--- config.mk ---
export PLATFORM = sky130hd
export DESIGN_NAME = iafd_frame_rx
export DESIGN_NICKNAME = d
export VERILOG_FILES = /design/src/rtl/iafd_pkg.sv /design/src/rtl/iafd_frame_rx.sv
export SDC_FILE = /design/constraint.sdc
export NUM_CORES = 1
export LEC_CHECK = 0
export ABC_CLOCK_PERIOD_IN_PS = 16100
export BUFFER_PORTS_ARGS = -buffer_cell sky130_fd_sc_hd__buf_2
export CORE_MARGIN = 2
export CORE_UTILIZATION = 40
export DETAILED_ROUTE_END_ITERATION = 8
export HOLD_SLACK_MARGIN = 0.05
export PLACE_DENSITY_LB_ADDON = 0.3
export SLEW_MARGIN = 20
export SYNTH_ARGS = -nofsm -noshare
export SYNTH_HDL_FRONTEND = slang
export SYNTH_SLANG_ARGS = --single-unit
--- constraint.sdc ---
create_clock -name i_clk -period 16.1 [get_ports i_clk]
set_input_delay 1.61 -clock i_clk [delete_from_list [all_inputs] [get_ports i_clk]]
set_output_delay 1.61 -clock i_clk [all_outputs]
set_load 0.05 [all_outputs]
--- src/rtl/iafd_pkg.sv ---
// Package for the IMU angle frame decoder: frame positions, conversion constants
// and the frame item type passed from the byte receiver to the angle math pipeline.
// No dependencies.
`default_nettype none

package iafd_pkg;

    localparam logic [4:0] POS_FIRST_SUM = 5'd2;
    localparam logic [4:0] POS_LAST_SUM  = 5'd18;
    localparam logic [4:0] POS_X_FIRST   = 5'd7;
    localparam logic [4:0] POS_X_LAST    = 5'd10;
    localparam logic [4:0] POS_Y_FIRST   = 5'd11;
    localparam logic [4:0] POS_Y_LAST    = 5'd14;
    localparam logic [4:0] POS_Z_FIRST   = 5'd15;
    localparam logic [4:0] POS_Z_LAST    = 5'd18;
    localparam logic [4:0] POS_CHECK     = 5'd19;
    localparam logic [4:0] POS_LAST      = 5'd20;
    localparam logic [4:0] POS_IDLE      = 5'd21;

    localparam logic signed [31:0] Y_OFFSET   = 32'sd180000000;
    localparam logic signed [32:0] LEVEL_BIAS = 33'sd90000000;

    // Reciprocals for exact unsigned division of 32-bit values by constants
    localparam logic [31:0] RECIP_CENTI = 32'hD1B71759;  // /10000, shift 45
    localparam logic [31:0] RECIP_DEG   = 32'h431BDE83;  // /1000000, shift 50
    localparam logic [31:0] RECIP_200   = 32'h51EB851F;  // /200, shift 38

    localparam logic [15:0] DIVISOR_200 = 16'd200;
    localparam logic [15:0] SAT_POS_MAG = 16'd32767;
    localparam logic [15:0] SAT_NEG_MAG = 16'd32768;

    typedef struct packed {
        logic               ok;
        logic signed [31:0] x;
        logic signed [31:0] y_adj;
        logic signed [31:0] z;
        logic signed [32:0] lv_raw;
    } t_frame_item;

endpackage

`default_nettype wire

--- src/rtl/iafd_frame_rx.sv ---
// Byte receiver: tracks frame position, Fletcher-style sums (modulo 256), angle capture
// and check byte, and emits one registered frame item after the last byte. Depends on iafd_pkg.
`default_nettype none

module iafd_frame_rx (
    input  wire logic               i_clk,
    input  wire logic               i_rst_n,
    input  wire logic               i_in_valid,
    output logic                    o_in_ready,
    input  wire logic [7:0]         i_byte_value,
    input  wire logic               i_frame_start,
    output logic                    o_item_valid,
    output iafd_pkg::t_frame_item   o_item,
    input  wire logic               i_item_ready
);
    import iafd_pkg::*;

    logic [4:0]  r_pos, n_pos;
    logic [7:0]  r_sum_a, n_sum_a;
    logic [7:0]  r_sum_b, n_sum_b;
    logic [31:0] r_x, n_x;
    logic [31:0] r_y, n_y;
    logic [31:0] r_z, n_z;
    logic [7:0]  r_check, n_check;
    logic        r_item_valid, n_item_valid;
    t_frame_item r_item, n_item;

    logic        w_accept;
    logic        w_active;
    logic [4:0]  w_pos;
    logic [7:0]  w_sum_a;
    logic [7:0]  w_sum_b;
    logic [1:0]  w_lane;

    assign o_in_ready   = !r_item_valid || i_item_ready;
    assign w_accept     = i_in_valid && o_in_ready;
    assign w_pos        = i_frame_start ? 5'd0 : r_pos;
    assign w_sum_a      = i_frame_start ? 8'd0 : r_sum_a;
    assign w_sum_b      = i_frame_start ? 8'd0 : r_sum_b;
    assign w_active     = (w_pos <= POS_LAST);
    assign w_lane       = w_pos[1:0] + 2'd1;
    assign o_item_valid = r_item_valid;
    assign o_item       = r_item;

    always_comb begin
        n_pos   = r_pos;
        n_sum_a = r_sum_a;
        n_sum_b = r_sum_b;
        n_x     = r_x;
        n_y     = r_y;
        n_z     = r_z;
        n_check = r_check;
        if (w_accept && w_active) begin
            n_pos   = w_pos + 5'd1;
            n_sum_a = w_sum_a;
            n_sum_b = w_sum_b;
            if (w_pos >= POS_FIRST_SUM && w_pos <= POS_LAST_SUM) begin
                n_sum_a = w_sum_a + i_byte_value;
                n_sum_b = w_sum_b + n_sum_a;
            end
            if (w_pos >= POS_X_FIRST && w_pos <= POS_X_LAST) begin
                n_x[{w_lane, 3'b000} +: 8] = i_byte_value;
            end else if (w_pos >= POS_Y_FIRST && w_pos <= POS_Y_LAST) begin
                n_y[{w_lane, 3'b000} +: 8] = i_byte_value;
            end else if (w_pos >= POS_Z_FIRST && w_pos <= POS_Z_LAST) begin
                n_z[{w_lane, 3'b000} +: 8] = i_byte_value;
            end else if (w_pos == POS_CHECK) begin
                n_check = i_byte_value;
            end
        end
    end

    always_comb begin
        n_item_valid = r_item_valid;
        if (o_in_ready) begin
            n_item_valid = w_accept && (w_pos == POS_LAST);
        end
        n_item.ok     = (r_check == w_sum_a) && (i_byte_value == w_sum_b);
        n_item.x      = r_x;
        n_item.y_adj  = r_y[31] ? ($signed(r_y) + Y_OFFSET) : ($signed(r_y) - Y_OFFSET);
        n_item.z      = r_z;
        n_item.lv_raw = LEVEL_BIAS - $signed({r_x[31], r_x});
    end

    always_ff @(posedge i_clk) begin
        if (!i_rst_n) begin
            r_pos        <= POS_IDLE;
            r_sum_a      <= '0;
            r_sum_b      <= '0;
            r_x          <= '0;
            r_y          <= '0;
            r_z          <= '0;
            r_check      <= '0;
            r_item_valid <= 1'b0;
        end else begin
            r_pos        <= n_pos;
            r_sum_a      <= n_sum_a;
            r_sum_b      <= n_sum_b;
            r_x          <= n_x;
            r_y          <= n_y;
            r_z          <= n_z;
            r_check      <= n_check;
            r_item_valid <= n_item_valid;
        end
    end

    always_ff @(posedge i_clk) begin
        if (o_in_ready) begin
            r_item <= n_item;
        end
    end

endmodule

`default_nettype wire

### Word level (Yosys, flattened, before mapping)

Cells that the tools add are included.
W data, S select, Z words.

| word-level totals | value |
|---|---|
| bits in registers | 256 |
| bits of input ports | 13 |
| output and inout bits | 132 |

| cells by class | value |
|---|---|
| shift-type cells | 2 |
| $add $sub $neg | 8 |
| eq/ne operators | 4 |
| $lt $le $gt $ge | 8 |
| reduce and logical (&&, ||, !) cells | 14 |
| bitwise gates (word level) | 3 |
| multiplexer cells | 9 |

Operators by type and width:

| kind | number |
|---|---|
| $bwmux W32 | 3 |
| $sub A28 B32 Y33 const A | 1 |
| $add A32 B29 Y32 const B | 1 |
| $mux W32 | 1 |
| $mux W8 | 4 |
| $shift A8 B7 Y32 const A | 1 |
| $shiftx A8 B7 Y32 | 1 |
| $sub A32 B29 Y32 const B | 1 |
| $add A8 B8 Y8 | 2 |
| $eq A8 B8 Y1 | 2 |
| $eq A5 B5 Y1 const B | 2 |
| $ge A5 B4 Y1 const B | 2 |
| $le A5 B4 Y1 const B | 2 |
| $le A5 B5 Y1 const B | 2 |
| $logic_and A1 B1 Y1 | 8 |
| $neg A5 Y7 | 1 |
| $add A5 B1 Y5 const B | 1 |
| $ge A5 B2 Y1 const B | 1 |
| $ge A5 B3 Y1 const B | 1 |
| $mux W5 | 1 |
| $reduce_and A5 Y1 | 1 |
| $reduce_and A4 Y1 | 1 |
| $not A1 Y1 | 3 |
| $reduce_and A3 Y1 | 1 |
| other kinds (4) | 4 |

### Logic depth before layout (Yosys ltp)

| depth | value |
|---|---|
| depth after elaboration | 5 |
| mapped depth | 18 |

### Worst setup path after synthesis

No wires, ideal clock.

| path | value |
|---|---|
| path kind | in2reg |
| from | input i_item_ready |
| to | register r_sum_b[7] |
| stages on the path | 6 |
| path buffers | 0 |
| path slack | 9.074 ns |
| arrival time | 6.952 ns |
| path through | nand2b_1 -> nand3_1 -> nor3b_2 -> inv_1 -> or3_1 -> a31oi_1 |

| between the ends | value |
|---|---|
| cells in the longest elaborated chain, start to end | 3 |

Ends and longest elaborated chain:

| what | RTL line | RTL |
|---|---|---|
| start: declaration | iafd_frame_rx.sv:14 | `input wire logic i_item_ready` |
| $logic_or A1 B1 Y1 | iafd_frame_rx.sv:35 | `assign o_in_ready = !r_item_valid \|\| i_item_ready;` |
| $logic_and A1 B1 Y1 | iafd_frame_rx.sv:36 | `assign w_accept = i_in_valid && o_in_ready;` |
| $logic_and A1 B1 Y1 | iafd_frame_rx.sv:53 | `if (w_accept && w_active) begin` |
| end signal: assignment | iafd_frame_rx.sv:98 | `r_sum_b <= n_sum_b;` |
| end: declaration | iafd_frame_rx.sv:20 | `logic [7:0] r_sum_b, n_sum_b;` |

Every way passes these cells.
A chain may end at the register's enable or synchronous reset.

### Final worst setup path

| path | value |
|---|---|
| from | input i_frame_start |
| to | register r_sum_b[7] |

| between the ends | value |
|---|---|
| cells in the longest elaborated chain, start to end | 4 |
| elaborated cells on any way between the ends | 11 |
| classes of those cells | 2 x add/sub; 3 x order compare; 4 x mux; 2 x reduce/logical |

Ends and longest elaborated chain:

| what | RTL line | RTL |
|---|---|---|
| start: declaration | iafd_frame_rx.sv:11 | `input wire logic i_frame_start,` |
| $mux W8 / $mux W5 (equally long branches) | iafd_frame_rx.sv:38, iafd_frame_rx.sv:37 |  |
| $add A8 B8 Y8 (tied with other cells) | iafd_frame_rx.sv:58 | `n_sum_a = w_sum_a + i_byte_value;` |
| $add A8 B8 Y8 / $logic_and A1 B1 Y1 (equally long branches) | iafd_frame_rx.sv:59, iafd_frame_rx.sv:57 |  |
| $mux W8 | iafd_frame_rx.sv:57 | `if (w_pos >= POS_FIRST_SUM && w_pos <= POS_LAST_SUM) begin` |

Parallel ways exist; a longest one is shown, timed or not.

==> flow_metrics.env <==
export IMPL_status="complete, no violations"
export IMPL_synth_area_top_cells="edfxtp_1, dfxtp_1, mux2i_1"
export IMPL_dieArea_sq_um=30100
export IMPL_cts_root_buf="clkbuf_16"
export IMPL_post_cts_setup_buffers=0
export IMPL_slew_viol_final=0
export IMPL_setup_worst_path_start="i_frame_start"
export IMPL_worst_slew_pin_slew_ps=1070
export IMPL_postSynth_asyncResetShare_pct=0
export IMPL_powerDensity_nw_per_um2=103
export IMPL_cts_buffer_depth=3
export IMPL_vdd_ir_drop_max_mv=0.0683
export IMPL_rows=62
export IMPL_relSlewSlack_pct=28.4
export IMPL_yosys_register_bits=255
export IMPL_grt_pass1_wl_um=41200
export IMPL_period_minus_slack_ps=4530
export IMPL_synthMostInstantiatedCell="nor2_1"
export IMPL_cts_buffers=27
export IMPL_path_max_fanout=32
export IMPL_layout_setup_ws_ps=11570
export IMPL_grtUsageTotal_pct=17.0
export IMPL_synth_fp_nets=1073
export IMPL_start_kind="input port"
export IMPL_synthCells=1013
export IMPL_critPathKind="in -> reg"
export IMPL_antenna_found_initial=2
export IMPL_hold_path_class="reg -> reg"
export IMPL_seqPwrFrac_pct=49.8
export IMPL_vias_per_cell=5.08
export IMPL_gp_congestion=0.840
export IMPL_p_int_mw=1.07
export IMPL_drv_cap=0
export IMPL_h_tree_depth=1
export IMPL_seq_area_sq_um=6400
export IMPL_post_cts_resized=0
export IMPL_avgSynthCellArea_sq_um=11.3
export IMPL_cts_hold_buf=0
export IMPL_ys_warn_count=0
export IMPL_setup_violations=0
export IMPL_coreArea_sq_um=28500
export IMPL_p_sw_uw=320
export IMPL_setup_worst_path_end="r_sum_b[7]"
export IMPL_drc=0
export IMPL_arrival_ps=4980
export IMPL_drtIter0Drc=574
export IMPL_start_util_pct=40.3
export IMPL_setup_tns_ps=0
export IMPL_drive_gt1_share_pct=18.0
export IMPL_overflow=0
export IMPL_r2r_start="r_y[31]"
export IMPL_vias=7928
export IMPL_worst_r2r_setup_slack_ps=12360
export IMPL_skew_ps=17.4
export IMPL_die_w_um=173
export IMPL_worst_setup_path_end_kind="flip-flop"
export IMPL_die_y_um=173
export IMPL_fmax_ghz=0.221
export IMPL_synthesis_area_sq_um=11500
export IMPL_grt_max_degree=84
export IMPL_yosysTopAreaCellShare_pct=33.7
export IMPL_io_buffers=144
export IMPL_hpwlAfterDp_um=18000
export IMPL_reg2reg_depth=9
export IMPL_clockPowerShare_pct=44.0
export IMPL_power_mw=1.39
export IMPL_dp_worst_setup_slack_ps=11110
export IMPL_ios=145
export IMPL_crit_required_ps=16550
export IMPL_grt_pass1_vias=7588
export IMPL_combPwrFrac_pct=6.2
export IMPL_switching_share_pct=23.0
export IMPL_wire_per_inst_um=16.7
export IMPL_ys_flop_type="edfxtp_1"
export IMPL_dr_pass1_iters=4
export IMPL_synth_edf_count=129
export IMPL_nets=1215
export IMPL_synth_seq_area_share_pct=55.7
export IMPL_rsz0062_at_grt="no"
export IMPL_cts_tree="built"
export IMPL_leakagePower_nw=6.28
export IMPL_nFillCells=2650
export IMPL_clock_sinks=255
export IMPL_drt_wl_total_um=26000
export IMPL_period_share_pct=28.1
export IMPL_reg2reg_to="o_item[90]"
export IMPL_hold_viol=0
export IMPL_synth_largest_area_cell="edfxtp_1"
export IMPL_area_delta_synth_final_pct=17.3
export IMPL_synthTopCellsByCount="nor2_1, edfxtp_1, dfxtp_1"
export IMPL_yosysUniqueCellTypes=67
export IMPL_path_clk_slew_ps=60
export IMPL_multiInputGateArea_sq_um=4880
export IMPL_antenna_left=0
export IMPL_clock_latency_ps=530
[registers in the layout (all words and copies together) (netlist names)]
name,count
r_y,32
r_sum_a,8
r_z,32
r_check,8
r_x,32
r_pos,5
o_item_valid,1
o_item,129
r_sum_b,8
[placed cells by master (no fill, tap or decap), drive strengths merged, types with 8 or more instances in the layout]
cell	count
dfxtp	126
nand3	14
xor2	16
mux2i	105
nand2	46
inv	24
buf	147
a22oi	13
edfxtp	129
o21ai	26
nor2	153
clkbuf	40
xnor2	53
ha	44
a21oi	43
o21bai	9
nor2b	22
and2	34
a31oi	8
a21o	13
nor3	12
[per-stage QoR]
| step | cells | cell area [sq um] | utilization, % | hold WS (ps) |
|---|---|---|---|---|
| CTS | 1559 | 13500 | 47.3 | 427 |
| global placement | 1510 | 12600 | 44.2 | 414 |
| detailed placement | 1510 | 12600 | 44.2 | 416 |
| floorplan | 1013 | 11500 | - | 408 |
| finish | 1560 | 13500 | 47.3 | 429 |
| global route | 1559 | 13500 | 47.3 | 433 |
[power by group through the flow]
stage	sequential (mW)	combinational, mW	clock [mW]
6_report	0.693	0.0863	0.613
5_1_grt	0.694	0.0928	0.654
4_1_cts	0.693	0.0867	0.627
3_5_place_dp	0.707	0.0865	0
3_3_place_gp	0.707	0.0857	0
2_1_floorplan	0.730	0.0416	0
[critical path: stages]
cell and delay, ps:
buf_2 460, nor2b_1 110, ha_1 230, fa_1 420, a21o_1 170, a21oi_1 240, xnor2_1 180, ha_1 280
inv_1 80, nor2_1 50, o31a_1 110, o41ai_1 410, xnor2_1 130, or3_1 320, a31oi_1 150
[final cells by class]
| type | count | share of cell area (%) |
|---|---|---|
| well taps | 384 | 3.57 |
| diodes | 1 | 0.0186 |
| clock buffers | 40 | 5.98 |
| multi-input cells | 702 | 36.2 |
| inverters | 22 | 0.622 |
| flip-flops and latches | 255 | 47.5 |
| repair buffers | 147 | 5.52 |
| clock inverters | 9 | 0.576 |
[how the worst min path moves through the flow]
stage,from,endpoint,slack (ps),cells past startpoint
finish,r_z[5],o_item[38],430,0
global route,r_z[12],o_item[45],430,0
CTS,r_z[12],o_item[45],430,0
detailed placement,r_y[3],o_item[68],420,0
global placement,r_z[31],o_item[64],410,0
floorplan,r_z[0],o_item[33],410,0
[metal layers]
| layer | part of all wire [%] | vias to the layer above | GRT usage, % |
|---|---|---|---|
| met3 | 6.5 | 39 | 3.44 |
| met1 | 47 | 3747 | 24.1 |
| met2 | 44 | 219 | 26.7 |
| met4 | 2.0 | 2 | 4.38 |
| li1 | - | 3921 | - |
| met5 | 0.054 | - | 0 |
[cell families (layout without fill, tap and decap cells)]
group | count (synthesis) | after routing | share of synthesized area, %
simple gates | 324 | 324 | 13.4
flops | 255 | 255 | 55.7
compound gates | 156 | 156 | 9.15
mux | 106 | 106 | 9.25
xor+xnor | 69 | 69 | 5.26
buf+inv | 56 | 218 | 1.91
fa+ha+maj | 47 | 47 | 5.32
other cells | 0 | 1 | 0
Note: power is estimated with default switching activity, not from simulation.
